**src/rtl/cal_pkg.sv**
```systemverilog
`default_nettype none

package cal_pkg;

    // Operation codes carried in the request tuser
    typedef enum logic [2:0] {
        OP_APPEND     = 3'd0,
        OP_REMOVE_AT  = 3'd1,
        OP_REMOVE_KEY = 3'd2,
        OP_CONTAINS   = 3'd3,
        OP_INDEX_OF   = 3'd4,
        OP_GET        = 3'd5
    } t_op;

    // Result status codes carried in the result tuser
    typedef enum logic [2:0] {
        ST_OK        = 3'd0,
        ST_NOT_FOUND = 3'd1,
        ST_RANGE     = 3'd2,
        ST_FULL      = 3'd3,
        ST_ZERO      = 3'd4
    } t_status;

    localparam int unsigned POS_W    = 5;
    localparam int unsigned KEY_W    = 32;
    localparam int unsigned COUNT_W  = 6;

    // Commands from the controller to the datapath
    typedef struct packed {
        logic    capture;
        logic    append_wr;
        logic    cnt_dec;
        logic    rd_en;
        logic    rd_from_pos;
        logic    ptr_clr;
        logic    ptr_from_pos;
        logic    ptr_from_hit;
        logic    ptr_inc;
        logic    shift_wr;
        logic    set_status;
        t_status code;
        logic    set_found;
        logic    set_read;
        logic    out_load;
    } t_dp_cmd;

    // Status from the datapath to the controller
    typedef struct packed {
        t_op  op;
        logic key_zero;
        logic list_full;
        logic pos_range;
        logic rd_vld;
        logic rd_match;
        logic scan_end;
        logic out_free;
    } t_dp_stat;

endpackage

`default_nettype wire

```
**src/rtl/compacting_array_list.sv**
```systemverilog
// Channel   | Dir | tdata                                   | tuser
// ----------+-----+-----------------------------------------+-----------------
// s_axis    | in  | [4:0] position, [36:5] key, pad to 40   | [2:0] operation
// m_axis    | out | [4:0] found_position, [36:5] read_key,  | [2:0] status
//           |     | [42:37] count, pad to 48                |
//
// Sequencing: append, errors and unused codes go straight from decide to finish; get
// reads the entry store first; lookups scan from index 0 and stop at the first hit;
// removals move one entry a cycle. Reset: synchronous, active low; clears the entry
// count, the read and result valid flags and the controller state.
// Stalls: the controller holds in its finish state until the result register frees; the next
// request can be taken in the cycle after the previous result is loaded.
`default_nettype none

module compacting_array_list import cal_pkg::*; #(
    parameter int CAPACITY  = 32,
    parameter int KEY_WIDTH = 32
) (
    input  wire logic        i_clk,
    input  wire logic        i_rst_n,
    // request channel
    input  wire logic        i_s_axis_tvalid,
    output logic             o_s_axis_tready,
    input  wire logic [39:0] i_s_axis_tdata,  // [4:0] position, [36:5] key, [39:37] zero
    input  wire logic [2:0]  i_s_axis_tuser,  // [2:0] operation
    // result channel
    output logic             o_m_axis_tvalid,
    input  wire logic        i_m_axis_tready,
    output logic [47:0]      o_m_axis_tdata,  // [4:0] found_position, [36:5] read_key,
                                              // [42:37] count, [47:43] zero
    output logic [2:0]       o_m_axis_tuser   // [2:0] status
);

    t_dp_cmd              w_cmd;
    t_dp_stat             w_stat;
    t_status              w_status;
    logic [POS_W-1:0]     w_found;
    logic [KEY_W-1:0]     w_read_key;
    logic [COUNT_W-1:0]   w_count;

    // Sequence each request: decide, scan, shift or read as the operation needs, then publish
    cal_ctrl u_ctrl (
        .i_clk      (i_clk),
        .i_rst_n    (i_rst_n),
        .i_in_valid (i_s_axis_tvalid),
        .i_stat     (w_stat),
        .o_in_ready (o_s_axis_tready),
        .o_cmd      (w_cmd)
    );

    // Entry store, count, scan pointer and result register
    cal_datapath #(
        .CAPACITY  (CAPACITY),
        .KEY_WIDTH (KEY_WIDTH)
    ) u_datapath (
        .i_clk       (i_clk),
        .i_rst_n     (i_rst_n),
        .i_op        (t_op'(i_s_axis_tuser)),
        .i_position  (i_s_axis_tdata[4:0]),
        .i_key       (i_s_axis_tdata[36:5]),
        .i_cmd       (w_cmd),
        .i_out_ready (i_m_axis_tready),
        .o_stat      (w_stat),
        .o_out_valid (o_m_axis_tvalid),
        .o_status    (w_status),
        .o_found     (w_found),
        .o_read_key  (w_read_key),
        .o_count     (w_count)
    );

    // Pack the result fields, lowest field first
    assign o_m_axis_tdata = {5'b0, w_count, w_read_key, w_found};
    assign o_m_axis_tuser = w_status;

endmodule

`default_nettype wire

```
**src/rtl/cal_datapath.sv**
```systemverilog
`default_nettype none

module cal_datapath import cal_pkg::*; #(
    parameter int CAPACITY  = 32,
    parameter int KEY_WIDTH = 32
) (
    input  wire logic                i_clk,
    input  wire logic                i_rst_n,
    input  wire t_op                 i_op,
    input  wire logic [POS_W-1:0]    i_position,
    input  wire logic [KEY_W-1:0]    i_key,
    input  wire t_dp_cmd             i_cmd,
    input  wire logic                i_out_ready,
    output t_dp_stat                 o_stat,
    output logic                     o_out_valid,
    output t_status                  o_status,
    output logic [POS_W-1:0]         o_found,
    output logic [KEY_W-1:0]         o_read_key,
    output logic [COUNT_W-1:0]       o_count
);

    localparam int KW = (KEY_WIDTH < 32) ? KEY_WIDTH : 32;
    localparam int AW = (CAPACITY > 1) ? $clog2(CAPACITY) : 1;
    localparam int CW = $clog2(CAPACITY + 1);
    localparam int XW = ((CW > POS_W) ? CW : POS_W) + 1;

    logic [KW-1:0]      r_mem [CAPACITY];

    t_op                r_op;
    logic [POS_W-1:0]   r_pos;
    logic [KW-1:0]      r_key;
    logic [CW-1:0]      r_count;
    logic [CW-1:0]      r_ptr;
    logic               r_rd_vld;
    logic [AW-1:0]      r_rd_addr;
    logic [KW-1:0]      r_rdata;
    t_status            r_status;
    logic [POS_W-1:0]   r_found;
    logic [KEY_W-1:0]   r_rkey;
    logic               r_out_valid;
    t_status            r_o_status;
    logic [POS_W-1:0]   r_o_found;
    logic [KEY_W-1:0]   r_o_rkey;
    logic [COUNT_W-1:0] r_o_count;

    logic [AW-1:0]      w_rd_addr;

    assign w_rd_addr = i_cmd.rd_from_pos ? AW'(r_pos) : r_ptr[AW-1:0];

    // Entry store: one write and one registered read per cycle
    always_ff @(posedge i_clk) begin
        if (i_cmd.append_wr) begin
            r_mem[r_count[AW-1:0]] <= r_key;
        end else if (i_cmd.shift_wr) begin
            r_mem[r_rd_addr - AW'(1)] <= r_rdata;
        end
        if (i_cmd.rd_en) begin
            r_rdata   <= r_mem[w_rd_addr];
            r_rd_addr <= w_rd_addr;
        end
    end

    always_ff @(posedge i_clk) begin
        if (!i_rst_n) begin
            r_count     <= '0;
            r_rd_vld    <= 1'b0;
            r_out_valid <= 1'b0;
        end else begin
            r_rd_vld <= i_cmd.rd_en;
            if (i_cmd.append_wr) begin
                r_count <= r_count + CW'(1);
            end else if (i_cmd.cnt_dec) begin
                r_count <= r_count - CW'(1);
            end
            if (i_cmd.out_load) begin
                r_out_valid <= 1'b1;
            end else if (i_out_ready) begin
                r_out_valid <= 1'b0;
            end
        end
    end

    always_ff @(posedge i_clk) begin
        if (i_cmd.capture) begin
            r_op     <= i_op;
            r_pos    <= i_position;
            r_key    <= KW'(i_key);
            r_status <= ST_OK;
            r_found  <= '0;
            r_rkey   <= '0;
        end else begin
            if (i_cmd.set_status) begin
                r_status <= i_cmd.code;
            end
            if (i_cmd.set_found) begin
                r_found <= POS_W'(r_rd_addr);
            end
            if (i_cmd.set_read) begin
                r_rkey <= KEY_W'(r_rdata);
            end
        end

        if (i_cmd.ptr_clr) begin
            r_ptr <= '0;
        end else if (i_cmd.ptr_from_pos) begin
            r_ptr <= CW'(XW'(r_pos) + XW'(1));
        end else if (i_cmd.ptr_from_hit) begin
            r_ptr <= CW'(r_rd_addr) + CW'(1);
        end else if (i_cmd.ptr_inc) begin
            r_ptr <= r_ptr + CW'(1);
        end

        if (i_cmd.out_load) begin
            r_o_status <= r_status;
            r_o_found  <= r_found;
            r_o_rkey   <= r_rkey;
            r_o_count  <= COUNT_W'(r_count);
        end
    end

    always_comb begin
        o_stat.op        = r_op;
        o_stat.key_zero  = (r_key == '0);
        o_stat.list_full = (r_count == CW'(CAPACITY));
        o_stat.pos_range = (XW'(r_pos) >= XW'(r_count));
        o_stat.rd_vld    = r_rd_vld;
        o_stat.rd_match  = (r_rdata == r_key);
        o_stat.scan_end  = (r_ptr == r_count);
        o_stat.out_free  = !r_out_valid || i_out_ready;
    end

    assign o_out_valid = r_out_valid;
    assign o_status    = r_o_status;
    assign o_found     = r_o_found;
    assign o_read_key  = r_o_rkey;
    assign o_count     = r_o_count;

endmodule

`default_nettype wire

```
**src/rtl/cal_ctrl.sv**
```systemverilog
`default_nettype none

module cal_ctrl import cal_pkg::*; (
    input  wire logic     i_clk,
    input  wire logic     i_rst_n,
    input  wire logic     i_in_valid,
    input  wire t_dp_stat i_stat,
    output logic          o_in_ready,
    output t_dp_cmd       o_cmd
);

    typedef enum logic [2:0] {
        S_IDLE,
        S_DECIDE,
        S_SCAN,
        S_SHIFT,
        S_GET_WAIT,
        S_FINISH
    } t_state;

    t_state r_state;
    t_state n_state;
    logic   w_uses_key;

    assign w_uses_key = (i_stat.op == OP_APPEND) || (i_stat.op == OP_REMOVE_KEY) ||
                        (i_stat.op == OP_CONTAINS) || (i_stat.op == OP_INDEX_OF);

    assign o_in_ready = (r_state == S_IDLE);

    always_comb begin
        n_state    = r_state;
        o_cmd      = '0;
        o_cmd.code = ST_OK;
        unique case (r_state)
            S_IDLE: begin
                if (i_in_valid) begin
                    o_cmd.capture = 1'b1;
                    n_state       = S_DECIDE;
                end
            end
            S_DECIDE: begin
                if (w_uses_key && i_stat.key_zero) begin
                    o_cmd.set_status = 1'b1;
                    o_cmd.code       = ST_ZERO;
                    n_state          = S_FINISH;
                end else begin
                    unique case (i_stat.op)
                        OP_APPEND: begin
                            if (i_stat.list_full) begin
                                o_cmd.set_status = 1'b1;
                                o_cmd.code       = ST_FULL;
                            end else begin
                                o_cmd.append_wr = 1'b1;
                            end
                            n_state = S_FINISH;
                        end
                        OP_REMOVE_AT: begin
                            if (i_stat.pos_range) begin
                                o_cmd.set_status = 1'b1;
                                o_cmd.code       = ST_RANGE;
                                n_state          = S_FINISH;
                            end else begin
                                o_cmd.ptr_from_pos = 1'b1;
                                n_state            = S_SHIFT;
                            end
                        end
                        OP_REMOVE_KEY, OP_CONTAINS, OP_INDEX_OF: begin
                            o_cmd.ptr_clr = 1'b1;
                            n_state       = S_SCAN;
                        end
                        OP_GET: begin
                            if (i_stat.pos_range) begin
                                o_cmd.set_status = 1'b1;
                                o_cmd.code       = ST_RANGE;
                                n_state          = S_FINISH;
                            end else begin
                                o_cmd.rd_en       = 1'b1;
                                o_cmd.rd_from_pos = 1'b1;
                                n_state           = S_GET_WAIT;
                            end
                        end
                        default: begin
                            n_state = S_FINISH;
                        end
                    endcase
                end
            end
            S_SCAN: begin
                priority if (i_stat.rd_vld && i_stat.rd_match) begin
                    o_cmd.set_found = (i_stat.op != OP_CONTAINS);
                    if (i_stat.op == OP_REMOVE_KEY) begin
                        o_cmd.ptr_from_hit = 1'b1;
                        n_state            = S_SHIFT;
                    end else begin
                        n_state = S_FINISH;
                    end
                end else if (!i_stat.scan_end) begin
                    o_cmd.rd_en   = 1'b1;
                    o_cmd.ptr_inc = 1'b1;
                end else if (!i_stat.rd_vld) begin
                    o_cmd.set_status = 1'b1;
                    o_cmd.code       = ST_NOT_FOUND;
                    n_state          = S_FINISH;
                end else begin
                    // hold: the last read missed; wait for the read valid flag to clear
                    n_state = S_SCAN;
                end
            end
            S_SHIFT: begin
                o_cmd.shift_wr = i_stat.rd_vld;
                if (!i_stat.scan_end) begin
                    o_cmd.rd_en   = 1'b1;
                    o_cmd.ptr_inc = 1'b1;
                end else if (!i_stat.rd_vld) begin
                    o_cmd.cnt_dec = 1'b1;
                    n_state       = S_FINISH;
                end
            end
            S_GET_WAIT: begin
                o_cmd.set_read = 1'b1;
                n_state        = S_FINISH;
            end
            S_FINISH: begin
                if (i_stat.out_free) begin
                    o_cmd.out_load = 1'b1;
                    n_state        = S_IDLE;
                end
            end
            default: begin
                n_state = S_IDLE;
            end
        endcase
    end

    always_ff @(posedge i_clk) begin
        if (!i_rst_n) begin
            r_state <= S_IDLE;
        end else begin
            r_state <= n_state;
        end
    end

endmodule

`default_nettype wire
```
**config.mk**
```make
export PLATFORM = sky130hd
export DESIGN_NAME = compacting_array_list
export DESIGN_NICKNAME = d
export VERILOG_FILES = /design/src/rtl/cal_pkg.sv /design/src/rtl/compacting_array_list.sv /design/src/rtl/cal_datapath.sv /design/src/rtl/cal_ctrl.sv
export SDC_FILE = /design/constraint.sdc
export NUM_CORES = 2
export LEC_CHECK = 0
export BUFFER_PORTS_ARGS = -buffer_cell sky130_fd_sc_hd__buf_2
export CAP_MARGIN = 20
export CORE_MARGIN = 1
export CORE_UTILIZATION = 30
export DETAILED_ROUTE_END_ITERATION = 12
export GPL_ROUTABILITY_DRIVEN = 0
export GPL_TIMING_DRIVEN = 1
export SYNTH_ARGS = -nofsm -noshare
export SYNTH_HDL_FRONTEND = slang
export SYNTH_SLANG_ARGS = --single-unit
```
**constraint.sdc**
```tcl
create_clock -name i_clk -period 6.1 [get_ports i_clk]
set_clock_uncertainty 0.05 [all_clocks]
set_input_delay 0.305 -clock i_clk [delete_from_list [all_inputs] [get_ports i_clk]]
set_output_delay 0.305 -clock i_clk [all_outputs]
set_load 0.005 [all_outputs]
```
==> impl_table.tex <==
\begin{tabular}{lr}
\hline
Metric & Value \\
\hline
\multicolumn{2}{l}{\textbf{Status}} \\
Status & completed \\
\multicolumn{2}{l}{\textbf{Clock network}} \\
Number of clock sinks seen by CTS & 1204 \\
Clock tree root driver cell & sky130\_fd\_sc\_hd\_\_clkbuf\_16 \\
Quantity of gates resized following cts & 0 \\
CTS tree & built \\
Clock-pin slew of the registers on the worst-case setup and hold paths & roughly 0.070 ns \\
Number of CTS-inserted buffers & 114 \\
Number of hold buffers added after cts & 42 \\
Setup Buffers After CTS & 0 \\
Clock latency at the later pin of the worst-skew pair & 0.71 ns \\
Maximum clock insertion buffer count & 3 \\
CTS H-tree depth & 3 \\
\multicolumn{2}{l}{\textbf{Worst setup path}} \\
Maximum net fanout on the critical path & 142 \\
Worst Path Arrival & 4.87 ns \\
Cell with the largest stage delay on the worst path & sky130\_fd\_sc\_hd\_\_inv\_8 \\
Critical Path RT & 6.58 ns \\
Critical path start-end classification & reg -> reg \\
Critical Path Source Type & flip-flop \\
Biggest cell delay along the critical path & 0.62 ns \\
Kind of end point of the critical path & flip-flop \\
Crit-path cells & inv\_1, ha\_1, a21oi\_1, a21o\_1, o21ai\_1, o22a\_4, inv\_8, buf\_4, nand2\_1, a32oi\_1, a31oi\_1, nor4\_2 \\
\multicolumn{2}{l}{\textbf{Timing}} \\
Ratio of final minimum period to clock period & 0.720 \\
Post-route worst hold slack & 0.136 ns \\
Setup\_tns & 0 ns \\
Fin crit period & between 4 and 5 ns \\
Worst Max-Slew Pin Slew & $\sim$1.1 ns \\
Final number of setup-violating endpoints & 0 \\
Setup repair after global routing missed its margin & false \\
Relative max-transition margin & 0.247 \\
Fmax & 228 MHz \\
Final hold violation count & 0 \\
PnR worst setup slack & 1.71 ns \\
Final Max Slew Viols & 0 \\
\multicolumn{2}{l}{\textbf{Floorplanning}} \\
Count of standard-cell rows & approximately 150 \\
Core box area & between 150000 and 200000 um2 \\
Die H & 399 um \\
Horizontal extent of the die & 399 um \\
Initial Utilization & 0.302 \\
I/O Pins & 100 \\
Area of the die & 159000 um2 \\
\multicolumn{2}{l}{\textbf{Yosys}} \\
Yosys Warn Count & 0 \\
Arithmetic-cell share of the synthesized area counting full adders, half adders and majority gates & 0.00334 \\
Multiplexer share of the synthesized area & 0.0374 \\
Mean instance size in the synthesized netlist & 14.2 um2 \\
Synth Area in XOR/XNOR & 0.00927 \\
Flip-flop and latch count after synthesis & 1204 \\
Share of synthesized registers carrying an async set or reset & 0 \\
Cell area after synthesis & 47200 um2 \\
Post-synth EDFFs & 1147 \\
Synth Flop Type & sky130\_fd\_sc\_hd\_\_edfxtp\_1 \\
Sequential area share after synthesis & 0.753 \\
Area fraction in compound gates after synthesis & 0.0548 \\
Post-synthesis cell type count & 63 \\
Main combinational cell family by area after synthesis & simple AND/OR/NAND/NOR gates \\
Simple-gate area share of the yosys netlist & 0.121 \\
Syn Inst Count & 3329 \\
\multicolumn{2}{l}{\textbf{Pwr}} \\
Power per cell area & between 400 and 500 nW/um2 \\
P\_leak & 17.9 nW \\
Largest voltage drop on the vdd net & 0.461 mV \\
\multicolumn{2}{l}{\textbf{Job}} \\
Number of violations of the max-capacitance limit & 0 \\
\multicolumn{2}{l}{\textbf{Global routing}} \\
Wire length of the first global-routing pass & 187 mm \\
Global route overflow & 0 \\
Vias in the first global route & 26.9k \\
Largest net degree at the start of global routing & 148 \\
Initial antenna violation count & 4 \\
Total global-route track usage & 0.162 \\
\multicolumn{2}{l}{\textbf{Routing}} \\
Number of vias per cell after detailed routing & 5.13 \\
Detailed-router iteration count before antenna repair & 5 \\
Post-route ant nets & 0 \\
WL per Instance & 23.7 um \\
Iteration-0 DRC Markers & roughly 3.4k \\
Total wire length after detailed routing & $\sim$130 mm \\
Routed vias & between 20k and 30k \\
Residual DRC & 0 \\
\multicolumn{2}{l}{\textbf{Placement}} \\
Number of buffer cells added on primary ports & 91 \\
HPWL reported at the end of detailed placement & around 63 mm \\
DP Cell Count & roughly 5.3k \\
Pre-CTS setup slack & 1.77 ns \\
\multicolumn{2}{l}{\textbf{Finish}} \\
Count of fill cells added during filler insertion & 14.8k \\
Multi-input combinational cell area & 11000 um2 \\
Post-route non-filler standard cell count & 5600 \\
Register Area & 35600 um2 \\
Layout cells sized above 1 & 0.119 \\
Area growth from synthesis to final layout & 15.2\% \\
Final layout net count & 3502 \\
\multicolumn{2}{l}{\textbf{Min path}} \\
Worst hold-check path type & in -> reg \\
\hline
\end{tabular}
==> routing by layer <==
layer	part of all wire	vias up	global-route usage	wire length, um
li1	-	12700	-	-
met1	0.40	14500	0.213	53600
met2	0.48	1295	0.270	63900
met3	0.079	224	0.0221	10500
met4	0.035	0	0.0636	4710
met5	0	-	0	0
==> through the flow <==
stage / area [um2] / total power [W] / util
2_1_floorplan: 47300 / 0.0147 / -
4_1_cts: 54400 / 0.0237 / 0.348
5_1_grt: 54400 / 0.0247 / 0.348
3_5_place_dp: 50300 / 0.0168 / 0.322
6_report: 54400 / 0.0237 / 0.348
3_3_place_gp: 50300 / 0.0167 / 0.322
==> kinds of logic after synthesis <==
logic type,after synthesis
xor gates and xnor gates,50
DFF,1204
AOI/OAI and AO/OA,364
muxes,172
other,1
buffers and inverters,212
and+or+nand+nor,1314
adders and majority gates,12
==> synthesized netlist by cell type, types with 3 or more instances <==
cell                       instances  share of area
sky130_fd_sc_hd__mux2_2           37         0.0088
sky130_fd_sc_hd__o21a_1            7         0.0011
sky130_fd_sc_hd__buf_1            11        0.00087
sky130_fd_sc_hd__xor2_1           38         0.0070
sky130_fd_sc_hd__buf_4            18         0.0029
sky130_fd_sc_hd__and3_1            3        0.00040
sky130_fd_sc_hd__a21oi_1          53         0.0056
sky130_fd_sc_hd__a21o_1            6        0.00095
sky130_fd_sc_hd__nor4_2           24         0.0064
sky130_fd_sc_hd__o31ai_1           4        0.00064
sky130_fd_sc_hd__a32oi_1         130          0.024
sky130_fd_sc_hd__o211ai_1          4        0.00064
sky130_fd_sc_hd__nand2_1         863          0.069
sky130_fd_sc_hd__nor4_1           28         0.0037
sky130_fd_sc_hd__a31oi_1         132          0.017
sky130_fd_sc_hd__nand4_1          11         0.0015
sky130_fd_sc_hd__buf_2            72         0.0076
sky130_fd_sc_hd__nand3_1         265          0.028
sky130_fd_sc_hd__o21ai_0          11         0.0012
sky130_fd_sc_hd__inv_1            13         0.0010
sky130_fd_sc_hd__nor3_1            7        0.00074
sky130_fd_sc_hd__mux2i_1         135          0.029
sky130_fd_sc_hd__and2_1            8         0.0011
sky130_fd_sc_hd__nor2_1           69         0.0055
sky130_fd_sc_hd__nor2b_1           9         0.0012
sky130_fd_sc_hd__edfxtp_1       1147           0.73
sky130_fd_sc_hd__clkbuf_1         95         0.0075
sky130_fd_sc_hd__nand2b_1         10         0.0013
sky130_fd_sc_hd__dfxtp_1          57          0.024
sky130_fd_sc_hd__ha_1             11         0.0029
sky130_fd_sc_hd__xnor2_1          12         0.0022
==> final timing paths <==
path                         startpoint                        end  slack [ns]  cells past startpoint
setup / recovery  u_datapath.r_count[4]     u_datapath.r_rdata[14]        1.71                     12
hold / removal          i_s_axis_tvalid          u_ctrl.r_state[2]        0.14                      5
setup reg to reg  u_datapath.r_count[4]     u_datapath.r_rdata[14]        1.71                     12
hold reg to reg   u_datapath.r_rkey[20]  u_datapath.o_read_key[20]        0.38                      0
==> state kept, by name (all words and copies together), names as in the netlist, 3 cells and up <==
signal                 cells
u_datapath.r_status        3
u_datapath.r_rkey         32
u_datapath.r_pos           5
u_datapath.o_found         5
u_datapath.r_rdata        32
u_ctrl.r_state             3
u_datapath.o_status        3
u_datapath.r_op            3
u_datapath.o_count         6
u_datapath.r_found         5
u_datapath.r_key          32
u_datapath.o_read_key     32
u_datapath.r_mem        1024
u_datapath.r_rd_addr       5
u_datapath.r_count         6
u_datapath.r_ptr           6
==> layout by cell type, fill, tap and decap left out, types with 10 or more instances in the layout <==
cell                            count
sky130_fd_sc_hd__a21oi_1           52
sky130_fd_sc_hd__clkinv_2          17
sky130_fd_sc_hd__clkbuf_16        119
sky130_fd_sc_hd__xor2_1            38
sky130_fd_sc_hd__ha_1              11
sky130_fd_sc_hd__a31oi_1          132
sky130_fd_sc_hd__nor2_4            32
sky130_fd_sc_hd__buf_4             47
sky130_fd_sc_hd__mux2i_1          132
sky130_fd_sc_hd__a32oi_1          130
sky130_fd_sc_hd__nand2_1          861
sky130_fd_sc_hd__edfxtp_1        1147
sky130_fd_sc_hd__mux2_2            36
sky130_fd_sc_hd__xnor2_1           12
sky130_fd_sc_hd__dfxtp_1           57
sky130_fd_sc_hd__inv_1             13
sky130_fd_sc_hd__nand4_1           11
sky130_fd_sc_hd__nor2_1            37
sky130_fd_sc_hd__nor4_1            28
sky130_fd_sc_hd__nand3_1          265
sky130_fd_sc_hd__buf_12            10
sky130_fd_sc_hd__o21ai_0           11
sky130_fd_sc_hd__nor4_2            24
sky130_fd_sc_hd__dlygate4sd3_1     42
sky130_fd_sc_hd__buf_2             91
sky130_fd_sc_hd__clkinv_1          30
sky130_fd_sc_hd__clkbuf_1          28
==> power by group <==
part           switching, W  leakage [nW]  internal [W]
combinational       0.00438          5.30       0.00188
clock               0.00306          1.79       0.00392
sequential         0.000489          10.8        0.0100
total               0.00793          17.9        0.0158
==> critical path, delay by kind of cell (launching register included) <==
family / cells / cell delay [ns]
AO/OA/AOI/OAI: 6 / 1.39
adder cells (fa/ha/maj): 1 / 0.35
buffers and inverters: 3 / 1.15
flip-flops: 1 / 0.49
AND/OR/NAND/NOR: 2 / 0.45
==> cell type report <==
cell class	instances	area share
repair buffers	192	0.0273
flip-flops and latches	1204	0.654
well taps	2058	0.0473
diodes	1	0.0000460
clock buffers	151	0.0576
multi-input cells	1917	0.203
inverters	14	0.00110
clock inverters	63	0.0100
Note: power is estimated with default switching activity, not from simulation.
